$ cat config.mk
export PLATFORM = sky130hd
export DESIGN_NAME = audio_block_level_meter_unit_flat
export DESIGN_NICKNAME = d
export VERILOG_FILES = /design/src/abl_pkg.sv /design/src/abl_if.sv /design/src/abl_accum.sv /design/src/abl_div.sv /design/src/audio_block_level_meter_unit.sv /design/src/flat_wrapper.sv
export SDC_FILE = /design/constraint.sdc
export NUM_CORES = 1
export LEC_CHECK = 0
export BUFFER_PORTS_ARGS = -buffer_cell sky130_fd_sc_hd__buf_4
export CAP_MARGIN = 5
export CORE_MARGIN = 1.5
export CORE_UTILIZATION = 57
export CTS_CLUSTER_DIAMETER = 50
export DETAILED_ROUTE_END_ITERATION = 12
export MAX_ROUTING_LAYER = met4
export PLACE_DENSITY = 0.78
export SETUP_SLACK_MARGIN = 0.1
export SLEW_MARGIN = 20
export SYNTH_ARGS = -nofsm -noshare
export SYNTH_HDL_FRONTEND = slang
export SYNTH_SLANG_ARGS = --single-unit
$ cat constraint.sdc
create_clock -name i_clk -period 6.2 [get_ports i_clk]
set_clock_uncertainty 0.15 [all_clocks]
set_input_delay 1.55 -clock i_clk [delete_from_list [all_inputs] [get_ports i_clk]]
set_output_delay 1.55 -clock i_clk [all_outputs]
set_load 0.03 [all_outputs]
$ cat src/abl_pkg.sv
// Package for the audio block level meter: word types, widths, register
// indexes and the sample magnitude helper. No dependencies.
`default_nettype none

package abl_pkg;

    localparam int MAX_BLOCK_FRAMES_DEF = 256;

    localparam int SAMPLE_W    = 8;
    localparam int BAR_W       = 12;
    localparam int FRAME_CNT_W = 9;
    localparam int CFG_IDX_W   = 2;
    localparam int SCALE_SHIFT = 7;     // full scale magnitude is 128
    localparam int BAR_RESET   = 100;

    localparam logic [SAMPLE_W-1:0]  MAG_BIAS    = 8'h80;
    localparam logic [CFG_IDX_W-1:0] REG_STEREO  = 2'd0;
    localparam logic [CFG_IDX_W-1:0] REG_BAR_WID = 2'd1;

    typedef struct packed {
        logic [SAMPLE_W-1:0] sample_byte;
        logic                block_end;
    } t_in_word;

    typedef struct packed {
        logic [BAR_W-1:0]       left_level;
        logic [BAR_W-1:0]       left_peak;
        logic [BAR_W-1:0]       right_level;
        logic [BAR_W-1:0]       right_peak;
        logic [FRAME_CNT_W-1:0] frame_count;
    } t_out_word;

    typedef struct packed {
        logic [CFG_IDX_W-1:0] reg_index;
        logic [BAR_W-1:0]     wdata;
    } t_cfg_word;

    // block status handed from the accumulator to the sequencer
    typedef struct packed {
        logic last_byte;
        logic has_frames;
        logic stereo;
    } t_blk_status;

    function automatic logic [SAMPLE_W-1:0] sample_mag(input logic [SAMPLE_W-1:0] b);
        logic [SAMPLE_W-1:0] m;
        if (b >= MAG_BIAS) begin
            m = b - MAG_BIAS;
        end else begin
            m = MAG_BIAS - b;
        end
        return m;
    endfunction

endpackage

`default_nettype wire

$ cat src/abl_if.sv
// Valid/ready channel interfaces for the level meter: sample input,
// result output and register write. Depends on abl_pkg.
`default_nettype none

interface abl_in_if;
    import abl_pkg::*;
    logic     valid;
    logic     ready;
    t_in_word data;
    modport source (output valid, output data, input ready);
    modport sink   (input valid, input data, output ready);
endinterface

interface abl_out_if;
    import abl_pkg::*;
    logic      valid;
    logic      ready;
    t_out_word data;
    modport source (output valid, output data, input ready);
    modport sink   (input valid, input data, output ready);
endinterface

interface abl_cfg_if;
    import abl_pkg::*;
    logic      valid;
    logic      ready;
    t_cfg_word data;
    modport source (output valid, output data, input ready);
    modport sink   (input valid, input data, output ready);
endinterface

`default_nettype wire

$ cat src/abl_accum.sv
// Per-byte accumulation: stereo pairing, magnitude sums, peaks and frame count.
// Depends on abl_pkg.
`default_nettype none

module abl_accum import abl_pkg::*; #(
    parameter int MAX_BLOCK_FRAMES = MAX_BLOCK_FRAMES_DEF,
    parameter int SUM_W            = $clog2(MAX_BLOCK_FRAMES * 128 + 1),
    parameter int FRM_W            = $clog2(MAX_BLOCK_FRAMES + 1)
) (
    input  wire logic                i_clk,
    input  wire logic                i_rst_n,
    input  wire logic                i_accept,
    input  wire logic [SAMPLE_W-1:0] i_sample,
    input  wire logic                i_last,
    input  wire logic                i_stereo,
    output logic [SUM_W-1:0]         o_sum_l,
    output logic [SUM_W-1:0]         o_sum_r,
    output logic [SAMPLE_W-1:0]      o_max_l,
    output logic [SAMPLE_W-1:0]      o_max_r,
    output logic [FRM_W-1:0]         o_frames,
    output t_blk_status              o_status
);

    logic [SUM_W-1:0]    r_sum_l, r_sum_r, n_sum_l, n_sum_r;
    logic [SAMPLE_W-1:0] r_max_l, r_max_r, n_max_l, n_max_r;
    logic [FRM_W-1:0]    r_frames, n_frames;
    logic [SAMPLE_W-1:0] r_pend, n_pend;
    logic                r_have, n_have;
    logic                r_odd;
    logic                r_at_start;

    logic                skip;
    logic                room;
    logic [SAMPLE_W-1:0] mag_l, mag_r;

    assign skip  = i_stereo && r_at_start && r_odd;
    assign room  = r_frames < FRM_W'(MAX_BLOCK_FRAMES);
    // left byte comes from the pending slot in stereo, from this byte in mono
    assign mag_l = sample_mag(i_stereo ? r_pend : i_sample);
    assign mag_r = sample_mag(i_sample);

    always_comb begin
        n_sum_l  = r_sum_l;
        n_sum_r  = r_sum_r;
        n_max_l  = r_max_l;
        n_max_r  = r_max_r;
        n_frames = r_frames;
        n_pend   = r_pend;
        n_have   = r_have;
        if (!skip) begin
            if (i_stereo && !r_have) begin
                n_have = 1'b1;
                n_pend = i_sample;
            end else begin
                n_have = 1'b0;
                if (room) begin
                    n_sum_l  = r_sum_l + SUM_W'(mag_l);
                    n_max_l  = (mag_l > r_max_l) ? mag_l : r_max_l;
                    n_frames = r_frames + FRM_W'(1);
                    if (i_stereo) begin
                        n_sum_r = r_sum_r + SUM_W'(mag_r);
                        n_max_r = (mag_r > r_max_r) ? mag_r : r_max_r;
                    end
                end
            end
        end
    end

    assign o_sum_l             = n_sum_l;
    assign o_sum_r             = n_sum_r;
    assign o_max_l             = n_max_l;
    assign o_max_r             = n_max_r;
    assign o_frames            = n_frames;
    assign o_status.last_byte  = i_last;
    assign o_status.has_frames = (n_frames != '0);
    assign o_status.stereo     = i_stereo;

    always_ff @(posedge i_clk) begin
        if (!i_rst_n) begin
            r_sum_l    <= '0;
            r_sum_r    <= '0;
            r_max_l    <= '0;
            r_max_r    <= '0;
            r_frames   <= '0;
            r_have     <= 1'b0;
            r_odd      <= 1'b0;
            r_at_start <= 1'b1;
        end else if (i_accept) begin
            if (i_last) begin
                r_sum_l    <= '0;
                r_sum_r    <= '0;
                r_max_l    <= '0;
                r_max_r    <= '0;
                r_frames   <= '0;
                r_have     <= 1'b0;
                r_odd      <= i_stereo && n_have;
                r_at_start <= 1'b1;
            end else begin
                r_sum_l    <= n_sum_l;
                r_sum_r    <= n_sum_r;
                r_max_l    <= n_max_l;
                r_max_r    <= n_max_r;
                r_frames   <= n_frames;
                r_have     <= n_have;
                r_at_start <= 1'b0;
            end
        end
    end

    always_ff @(posedge i_clk) begin
        if (i_accept) begin
            r_pend <= n_pend;
        end
    end

endmodule

`default_nettype wire

$ cat src/abl_div.sv
// Restoring divider, one quotient bit per cycle, shared by both level bars.
// Does not depend on abl_pkg.
`default_nettype none

module abl_div #(
    parameter int DVD_W = 22,
    parameter int DVS_W = 9
) (
    input  wire logic             i_clk,
    input  wire logic             i_rst_n,
    input  wire logic             i_start,
    input  wire logic [DVD_W-1:0] i_dividend,
    input  wire logic [DVS_W-1:0] i_divisor,
    output logic                  o_busy,
    output logic                  o_done,
    output logic [DVD_W-1:0]      o_quotient
);

    localparam int CNT_W = $clog2(DVD_W + 1);

    logic [CNT_W-1:0] r_cnt;
    logic             r_done;
    logic [DVD_W-1:0] r_quo;
    logic [DVS_W-1:0] r_rem;
    logic [DVS_W-1:0] r_dvs;

    logic [DVS_W:0]   shifted;
    logic [DVS_W:0]   diff;
    logic             fits;

    // bring down the next dividend bit and try the subtract
    assign shifted = {r_rem, r_quo[DVD_W-1]};
    assign diff    = shifted - {1'b0, r_dvs};
    assign fits    = shifted >= {1'b0, r_dvs};

    assign o_busy     = (r_cnt != '0);
    assign o_done     = r_done;
    assign o_quotient = r_quo;

    always_ff @(posedge i_clk) begin
        if (!i_rst_n) begin
            r_cnt  <= '0;
            r_done <= 1'b0;
        end else if (i_start) begin
            r_cnt  <= CNT_W'(DVD_W);
            r_done <= 1'b0;
        end else if (o_busy) begin
            r_cnt  <= r_cnt - CNT_W'(1);
            r_done <= (r_cnt == CNT_W'(1));
        end else begin
            r_done <= 1'b0;
        end
    end

    always_ff @(posedge i_clk) begin
        if (i_start) begin
            r_quo <= i_dividend;
            r_rem <= '0;
            r_dvs <= i_divisor;
        end else if (o_busy) begin
            r_quo <= {r_quo[DVD_W-2:0], fits};
            r_rem <= fits ? diff[DVS_W-1:0] : shifted[DVS_W-1:0];
        end
    end

endmodule

`default_nettype wire

$ cat src/audio_block_level_meter_unit.sv
// Level meter top: config registers, accumulator, bar-length sequencer with
// one shared multiplier and one shared divider, result register.
// Bar math: a block-end byte that closes a non-empty block is followed by the peak steps and
//   a multiply and divide for the left level, then in stereo for the right level, before the
//   result word shows; the bit-serial divider works on DVD_W = SUM_W+6 bits (22 at 256 frames).
// Throughput: one byte per cycle inside a block; input held off during the bar math.
// Reset: synchronous active low; clears block state, mono mode, bar width 100.
`default_nettype none

module audio_block_level_meter_unit import abl_pkg::*; #(
    parameter int MAX_BLOCK_FRAMES = MAX_BLOCK_FRAMES_DEF
) (
    input  wire logic   i_clk,
    input  wire logic   i_rst_n,
    abl_in_if.sink      i_in,
    abl_out_if.source   o_out,
    abl_cfg_if.sink     i_cfg
);

    localparam int SUM_W  = $clog2(MAX_BLOCK_FRAMES * 128 + 1);
    localparam int FRM_W  = $clog2(MAX_BLOCK_FRAMES + 1);
    localparam int PROD_W = SUM_W + BAR_W + 1;
    localparam int DVD_W  = PROD_W - SCALE_SHIFT;

    localparam logic [2:0] ST_IDLE  = 3'd0;
    localparam logic [2:0] ST_PK_L  = 3'd1;
    localparam logic [2:0] ST_PK_R  = 3'd2;
    localparam logic [2:0] ST_MUL_L = 3'd3;
    localparam logic [2:0] ST_DIV_L = 3'd4;
    localparam logic [2:0] ST_MUL_R = 3'd5;
    localparam logic [2:0] ST_DIV_R = 3'd6;
    localparam logic [2:0] ST_OUT   = 3'd7;

    logic             r_stereo_mode;
    logic [BAR_W-1:0] r_bar_width;

    logic [2:0]          r_state;
    logic [SUM_W-1:0]    r_sum_l, r_sum_r;
    logic [SAMPLE_W-1:0] r_max_l, r_max_r;
    logic [FRM_W-1:0]    r_frames;
    logic                r_stereo;
    logic [BAR_W-1:0]    r_lpk, r_rpk, r_llv, r_rlv;
    logic                r_out_valid;
    t_out_word           r_out_data;

    logic                in_accept;
    logic [SUM_W-1:0]    acc_sum_l, acc_sum_r;
    logic [SAMPLE_W-1:0] acc_max_l, acc_max_r;
    logic [FRM_W-1:0]    acc_frames;
    t_blk_status         acc_status;

    logic [SUM_W-1:0]  mul_a;
    logic [PROD_W-1:0] addend;
    logic [PROD_W-1:0] prod;
    logic [DVD_W-1:0]  prod_sh;
    logic              div_start, div_busy, div_done;
    logic [DVD_W-1:0]  div_quo;
    logic              out_free;

    // ---------------- configuration ----------------
    assign i_cfg.ready = 1'b1;

    always_ff @(posedge i_clk) begin
        if (!i_rst_n) begin
            r_stereo_mode <= 1'b0;
            r_bar_width   <= BAR_W'(BAR_RESET);
        end else if (i_cfg.valid) begin
            unique case (i_cfg.data.reg_index)
                REG_STEREO:  r_stereo_mode <= i_cfg.data.wdata[0];
                REG_BAR_WID: r_bar_width   <= i_cfg.data.wdata;
                default: ;
            endcase
        end
    end

    // ---------------- accumulation ----------------
    assign i_in.ready = (r_state == ST_IDLE);
    assign in_accept  = i_in.valid && i_in.ready;

    abl_accum #(
        .MAX_BLOCK_FRAMES (MAX_BLOCK_FRAMES),
        .SUM_W            (SUM_W),
        .FRM_W            (FRM_W)
    ) u_accum (
        .i_clk    (i_clk),
        .i_rst_n  (i_rst_n),
        .i_accept (in_accept),
        .i_sample (i_in.data.sample_byte),
        .i_last   (i_in.data.block_end),
        .i_stereo (r_stereo_mode),
        .o_sum_l  (acc_sum_l),
        .o_sum_r  (acc_sum_r),
        .o_max_l  (acc_max_l),
        .o_max_r  (acc_max_r),
        .o_frames (acc_frames),
        .o_status (acc_status)
    );

    // ---------------- shared multiplier ----------------
    // peaks: (max*W + 64) >> 7; levels: (sum*W + frames*64) >> 7, then / frames
    always_comb begin
        mul_a  = '0;
        addend = PROD_W'(1) << (SCALE_SHIFT - 1);
        unique case (r_state)
            ST_PK_L:  mul_a = SUM_W'(r_max_l);
            ST_PK_R:  mul_a = SUM_W'(r_max_r);
            ST_MUL_L: begin
                mul_a  = r_sum_l;
                addend = PROD_W'(r_frames) << (SCALE_SHIFT - 1);
            end
            ST_MUL_R: begin
                mul_a  = r_sum_r;
                addend = PROD_W'(r_frames) << (SCALE_SHIFT - 1);
            end
            default: ;
        endcase
    end

    assign prod    = PROD_W'(mul_a) * PROD_W'(r_bar_width) + addend;
    assign prod_sh = prod[PROD_W-1:SCALE_SHIFT];

    assign div_start = (r_state == ST_MUL_L) || (r_state == ST_MUL_R);

    abl_div #(
        .DVD_W (DVD_W),
        .DVS_W (FRM_W)
    ) u_div (
        .i_clk      (i_clk),
        .i_rst_n    (i_rst_n),
        .i_start    (div_start),
        .i_dividend (prod_sh),
        .i_divisor  (r_frames),
        .o_busy     (div_busy),
        .o_done     (div_done),
        .o_quotient (div_quo)
    );

    // ---------------- sequencer ----------------
    assign out_free = !r_out_valid || o_out.ready;

    always_ff @(posedge i_clk) begin
        if (!i_rst_n) begin
            r_state <= ST_IDLE;
        end else begin
            unique case (r_state)
                ST_IDLE: begin
                    if (in_accept && acc_status.last_byte && acc_status.has_frames) begin
                        r_state <= ST_PK_L;
                    end
                end
                ST_PK_L:  r_state <= ST_PK_R;
                ST_PK_R:  r_state <= ST_MUL_L;
                ST_MUL_L: r_state <= ST_DIV_L;
                ST_DIV_L: begin
                    if (div_done) begin
                        r_state <= r_stereo ? ST_MUL_R : ST_OUT;
                    end
                end
                ST_MUL_R: r_state <= ST_DIV_R;
                ST_DIV_R: begin
                    if (div_done) begin
                        r_state <= ST_OUT;
                    end
                end
                ST_OUT: begin
                    if (out_free) begin
                        r_state <= ST_IDLE;
                    end
                end
                default: r_state <= ST_IDLE;
            endcase
        end
    end

    // snapshot of the finished block and bar results
    always_ff @(posedge i_clk) begin
        unique case (r_state)
            ST_IDLE: begin
                if (in_accept) begin
                    r_sum_l  <= acc_sum_l;
                    r_sum_r  <= acc_sum_r;
                    r_max_l  <= acc_max_l;
                    r_max_r  <= acc_max_r;
                    r_frames <= acc_frames;
                    r_stereo <= acc_status.stereo;
                end
            end
            ST_PK_L: r_lpk <= prod_sh[BAR_W-1:0];
            ST_PK_R: r_rpk <= r_stereo ? prod_sh[BAR_W-1:0] : '0;
            ST_DIV_L: begin
                if (div_done) begin
                    r_llv <= div_quo[BAR_W-1:0];
                    r_rlv <= '0;
                end
            end
            ST_DIV_R: begin
                if (div_done) begin
                    r_rlv <= div_quo[BAR_W-1:0];
                end
            end
            default: ;
        endcase
    end

    // ---------------- result register ----------------
    always_ff @(posedge i_clk) begin
        if (!i_rst_n) begin
            r_out_valid <= 1'b0;
        end else if (r_state == ST_OUT && out_free) begin
            r_out_valid <= 1'b1;
        end else if (o_out.ready) begin
            r_out_valid <= 1'b0;
        end
    end

    always_ff @(posedge i_clk) begin
        if (r_state == ST_OUT && out_free) begin
            r_out_data.left_level  <= r_llv;
            r_out_data.left_peak   <= r_lpk;
            r_out_data.right_level <= r_rlv;
            r_out_data.right_peak  <= r_rpk;
            r_out_data.frame_count <= FRAME_CNT_W'(r_frames);
        end
    end

    assign o_out.valid = r_out_valid;
    assign o_out.data  = r_out_data;

    // ---------------- assertions ----------------
    a_div_start_idle: assert property (@(posedge i_clk) disable iff (!i_rst_n)
        div_start |-> !div_busy)
        else $error("divider started while busy");

    a_out_from_seq: assert property (@(posedge i_clk) disable iff (!i_rst_n)
        $rose(r_out_valid) |-> $past(r_state) == ST_OUT)
        else $error("result word raised outside the output step");

    a_mono_right_zero: assert property (@(posedge i_clk) disable iff (!i_rst_n)
        (r_state == ST_OUT) && !r_stereo |-> (r_rlv == '0) && (r_rpk == '0))
        else $error("right bars nonzero for a mono block");

    a_frames_nonzero: assert property (@(posedge i_clk) disable iff (!i_rst_n)
        (r_state != ST_IDLE) |-> (r_frames != '0))
        else $error("bar math running on an empty block");

endmodule

`default_nettype wire

$ cat src/flat_wrapper.sv
// flat-port wrapper written by rule: the top's interface ports become plain ports
module audio_block_level_meter_unit_flat import abl_pkg::*;
#(
    parameter int MAX_BLOCK_FRAMES = MAX_BLOCK_FRAMES_DEF
)
  (i_clk, i_rst_n, i_in_valid, i_in_data, i_in_ready, o_out_valid, o_out_data, o_out_ready, i_cfg_valid, i_cfg_data, i_cfg_ready);
  abl_in_if i_in_i ();
  abl_out_if o_out_i ();
  abl_cfg_if i_cfg_i ();
  input  wire logic i_clk;
  input  wire logic i_rst_n;
  input wire logic [$bits(i_in_i.valid)-1:0] i_in_valid;
  input wire logic [$bits(i_in_i.data)-1:0] i_in_data;
  output wire logic [$bits(i_in_i.ready)-1:0] i_in_ready;
  output wire logic [$bits(o_out_i.valid)-1:0] o_out_valid;
  output wire logic [$bits(o_out_i.data)-1:0] o_out_data;
  input wire logic [$bits(o_out_i.ready)-1:0] o_out_ready;
  input wire logic [$bits(i_cfg_i.valid)-1:0] i_cfg_valid;
  input wire logic [$bits(i_cfg_i.data)-1:0] i_cfg_data;
  output wire logic [$bits(i_cfg_i.ready)-1:0] i_cfg_ready;
  assign i_in_i.valid = i_in_valid;
  assign i_in_i.data = i_in_data;
  assign i_in_ready = i_in_i.ready;
  assign o_out_valid = o_out_i.valid;
  assign o_out_data = o_out_i.data;
  assign o_out_i.ready = o_out_ready;
  assign i_cfg_i.valid = i_cfg_valid;
  assign i_cfg_i.data = i_cfg_data;
  assign i_cfg_ready = i_cfg_i.ready;
  audio_block_level_meter_unit #(.MAX_BLOCK_FRAMES(MAX_BLOCK_FRAMES)) u_core (.i_clk(i_clk), .i_rst_n(i_rst_n), .i_in(i_in_i), .o_out(o_out_i), .i_cfg(i_cfg_i));
endmodule
==> results.yml <==
yosys:
  ys_types: 87
  synthArstFlopShare_pct: 0
  syn_inst: 1997
  synth_nets: 2294
  post_synth.cell_area_avg_um2: 10.17
  ys.warnings.count: 0
  seq_area_frac_synth_pct: 38.94
  synth-seq-cells: 294
  synth-main-ff-cell: "edfxtp_1"
  synth_edf_count: 202
  synth_area_um2: 20310
sta:
  period_share_pct: 100.1
  fmax_mhz: 161.1
  fin_hold_ws_ns: 0.2640
  finalHoldViolations: 0
  tightest_slew_ns: 1.046
  post-route-min-period_ns: 6.209
  setup_viol_count_final: 1
  grt_setup_unrepaired: "true"
  layout_setup_ws_ns: -0.009150
  fin_tns_setup_ns: -0.009150
  slew_violations: 0
  slew_headroom_pct: 30.13
detailed_routing:
  met2_length_um: 25110
  wl_met3_um: 3204
  route.antenna.remaining_nets: 0
  dr.pass1.iters: 7
  via_per_inst: 5.879
  top_layer_used: "met4"
  wl_met1_um: 19240
  vias: 15290
  wirelength_um: 50080
  first_iter_violations: 1210
  wl_per_cell_um: 19.26
  drcViolationCount: 0
worst_setup_path:
  cp_top_family: "adder cells"
  worst_r2r_path_depth: 25
  rr_startpoint: "u_core.r_state[1]$_SDFFE_PN0P_"
  cp-start-kind: "flop"
  crit_top_cell: "fa_1"
  path_class: "reg -> reg"
  startpoint: "u_core.r_state[1]$_SDFFE_PN0P_"
  crit_end: "u_core.u_div.o_quotient[10]$_DFFE_PP_"
  endpoint_kind: "flop"
  worstPathRequired_ns: 6.33
  reg2reg_setup_slack_ns: -0.009
  cpPeakStageDelay_ns: 0.53
  slowest_stage: "fa_1"
  r2r-end: "u_core.u_div.o_quotient[10]$_DFFE_PP_"
  crit_fanout: 5
  crit_cells: 25
  crit_arrival_ns: 6.34
  path_buf_inv: 7
global_routing:
  grt_pass1_wl_um: 76690
  antenna_found_initial: 1
  grt_usage_pct: 27.59
  grt_pass1_vias: 15010
  grt_max_degree: 74
  overflow: 0
clock_network:
  ctsHoldBuffers: 0
  tritoncts: "done"
  cts.sinks: 294
  cts.clk_slew.worst_paths_ns: 0.07
  cts_max_path_buffers: 3
  cts_made_buffers: 34
  htreeDepth: 2
  clock_latency_ns: 0.54
  root_buffer: "clkbuf_16"
floorplan:
  rows: 68
  chipHeight_um: 191.7
  start_util_pct: 58.35
  io_pins: 88
  dieArea_um2: 36770
  coreArea_um2: 34800
  die_x_um: 191.7
layout:
  nNetsFinal: 2416
  final_common_cell: "nand2_1"
  num_antenna_cells: 0
  final_cell_mix: "nand2_1, inv_1, edfxtp_1, buf_4, fa_1"
  area_delta_synth_final_pct: 16.47
  final_cell_count_no_fill: 2600
  layout-drive-gt1-share_pct: 18.00
pwr:
  p_leak_nw: 9.849
  ir_drop_v: 0.0002494
  powerDensity_nw_per_um2: 356.8
status:
  outcome: "complete, but fails checks"
  violations: "setup timing"
placement:
  gp_routability_congestion: 0.9349
  place_hpwl_um: 35290
  pre_cts_ws_ns: -0.1452
  numPlacedInstances: 2499
  port_buffers: 86
worst_hold_path:
  hp-class: "reg -> reg"
  min_from: "u_core.r_llv[2]$_DFFE_PP_"
flow_run:
  maxCapViolCount: 0
-- power breakdown --
| group | leakage [nW] | internal (mW) | switching, mW |
|---|---|---|---|
| Sequential | 2.62 | 2.61 | 0.210 |
| Combinational | 6.68 | 1.55 | 2.10 |
| Clock | 0.541 | 1.13 | 0.838 |
-- sequential cells by signal, indices dropped and copies added, names as in the netlist, 9 cells and up --
register,cells
u_core.r_lpk,12
u_core.r_sum_r,16
u_core.u_accum.r_frames,9
u_core.r_rlv,12
u_core.o_out.data,57
u_core.u_div.r_dvs,9
u_core.r_sum_l,16
u_core.u_div.r_rem,9
u_core.u_accum.r_sum_l,16
u_core.u_div.o_quotient,22
u_core.r_rpk,12
u_core.r_frames,9
u_core.r_bar_width,12
u_core.r_llv,12
u_core.u_accum.r_sum_r,16
-- cell type report --
type,count,area [µm²]
sequential,294,7916
timing repair buffer,188,1538
tap,455,569.3
fill,2484,11150
clock buffer,45,923.4
clock inverter,17,186.4
inverter,234,878.3
multi-input combinational,1367,11640
-- worst min path at each step --
stage | to | cells past startpoint
finish | u_core.o_out.data[47]$_DFFE_PP_ | 0
global route | u_core.o_out.data[43]$_DFFE_PP_ | 0
detailed placement | u_core.o_out.data[10]$_DFFE_PP_ | 0
CTS | u_core.o_out.data[47]$_DFFE_PP_ | 0
global placement | u_core.o_out.data[38]$_DFFE_PP_ | 0
floorplan | u_core.o_out.data[10]$_DFFE_PP_ | 0
-- synthesized netlist by cell type, types with 12 or more instances --
cell type / count / area (µm²)
mux2i_1: 18 / 180.2
a21boi_0: 16 / 120.1
o21a_1: 18 / 135.1
mux2_2: 17 / 191.4
a21oi_1: 62 / 310.3
edfxtp_1: 202 / 6066
fa_1: 152 / 3043
a22oi_1: 32 / 240.2
o211ai_1: 17 / 127.6
nand3_1: 43 / 215.2
nor3b_1: 12 / 90.09
xnor2_1: 32 / 280.3
xor2_1: 28 / 245.2
a21o_1: 12 / 90.09
nand2_1: 260 / 975.9
dfxtp_1: 92 / 1842
nor3_1: 18 / 90.09
nor2b_1: 48 / 300.3
o21ai_0: 90 / 450.4
nand4_1: 26 / 162.7
nor2_1: 64 / 240.2
clkbuf_1: 83 / 311.6
a31oi_1: 14 / 87.58
nand3b_1: 18 / 135.1
inv_1: 231 / 867.1
and2_1: 107 / 669.4
ha_1: 117 / 1464
-- repair_timing --
| action | in CTS | in global routing |
|---|---|---|
| pin swaps | 16 | 46 |
| cloned | 3 | 2 |
| endpoints found under the setup margin | 30 | 34 |
| resized for setup | 46 | 109 |
| setup buffers | 11 | 23 |
-- logic make-up after synthesis --
logic type / after synthesis / share of synthesized area, %
AND/OR/NAND/NOR: 669 / 16.88
buffers and inverters: 336 / 6.612
AO/OA/AOI/OAI: 330 / 10.74
flip-flops: 294 / 38.94
adder cells (fa/ha/maj): 269 / 22.19
XOR/XNOR: 60 / 2.588
multiplexers: 38 / 2.027
other: 1 / 0.01847
-- per-layer routing --
metal	GRT usage [%]	up-vias
met5	-	-
met2	46.32	613
met1	32.74	7491
li1	-	7018
met3	4.020	163
met4	13.04	0
-- per-stage QoR --
stage	util (%)	power, mW	cell area [µm²]
after global routing	67.96	8.873	23650
after global placement	62.02	5.699	21580
final	67.96	8.439	23650
after CTS	65.96	7.991	22950
after floorplan	-	4.829	20380
after detailed placement	62.02	5.823	21580
Note: power is estimated with default switching activity, not from simulation.
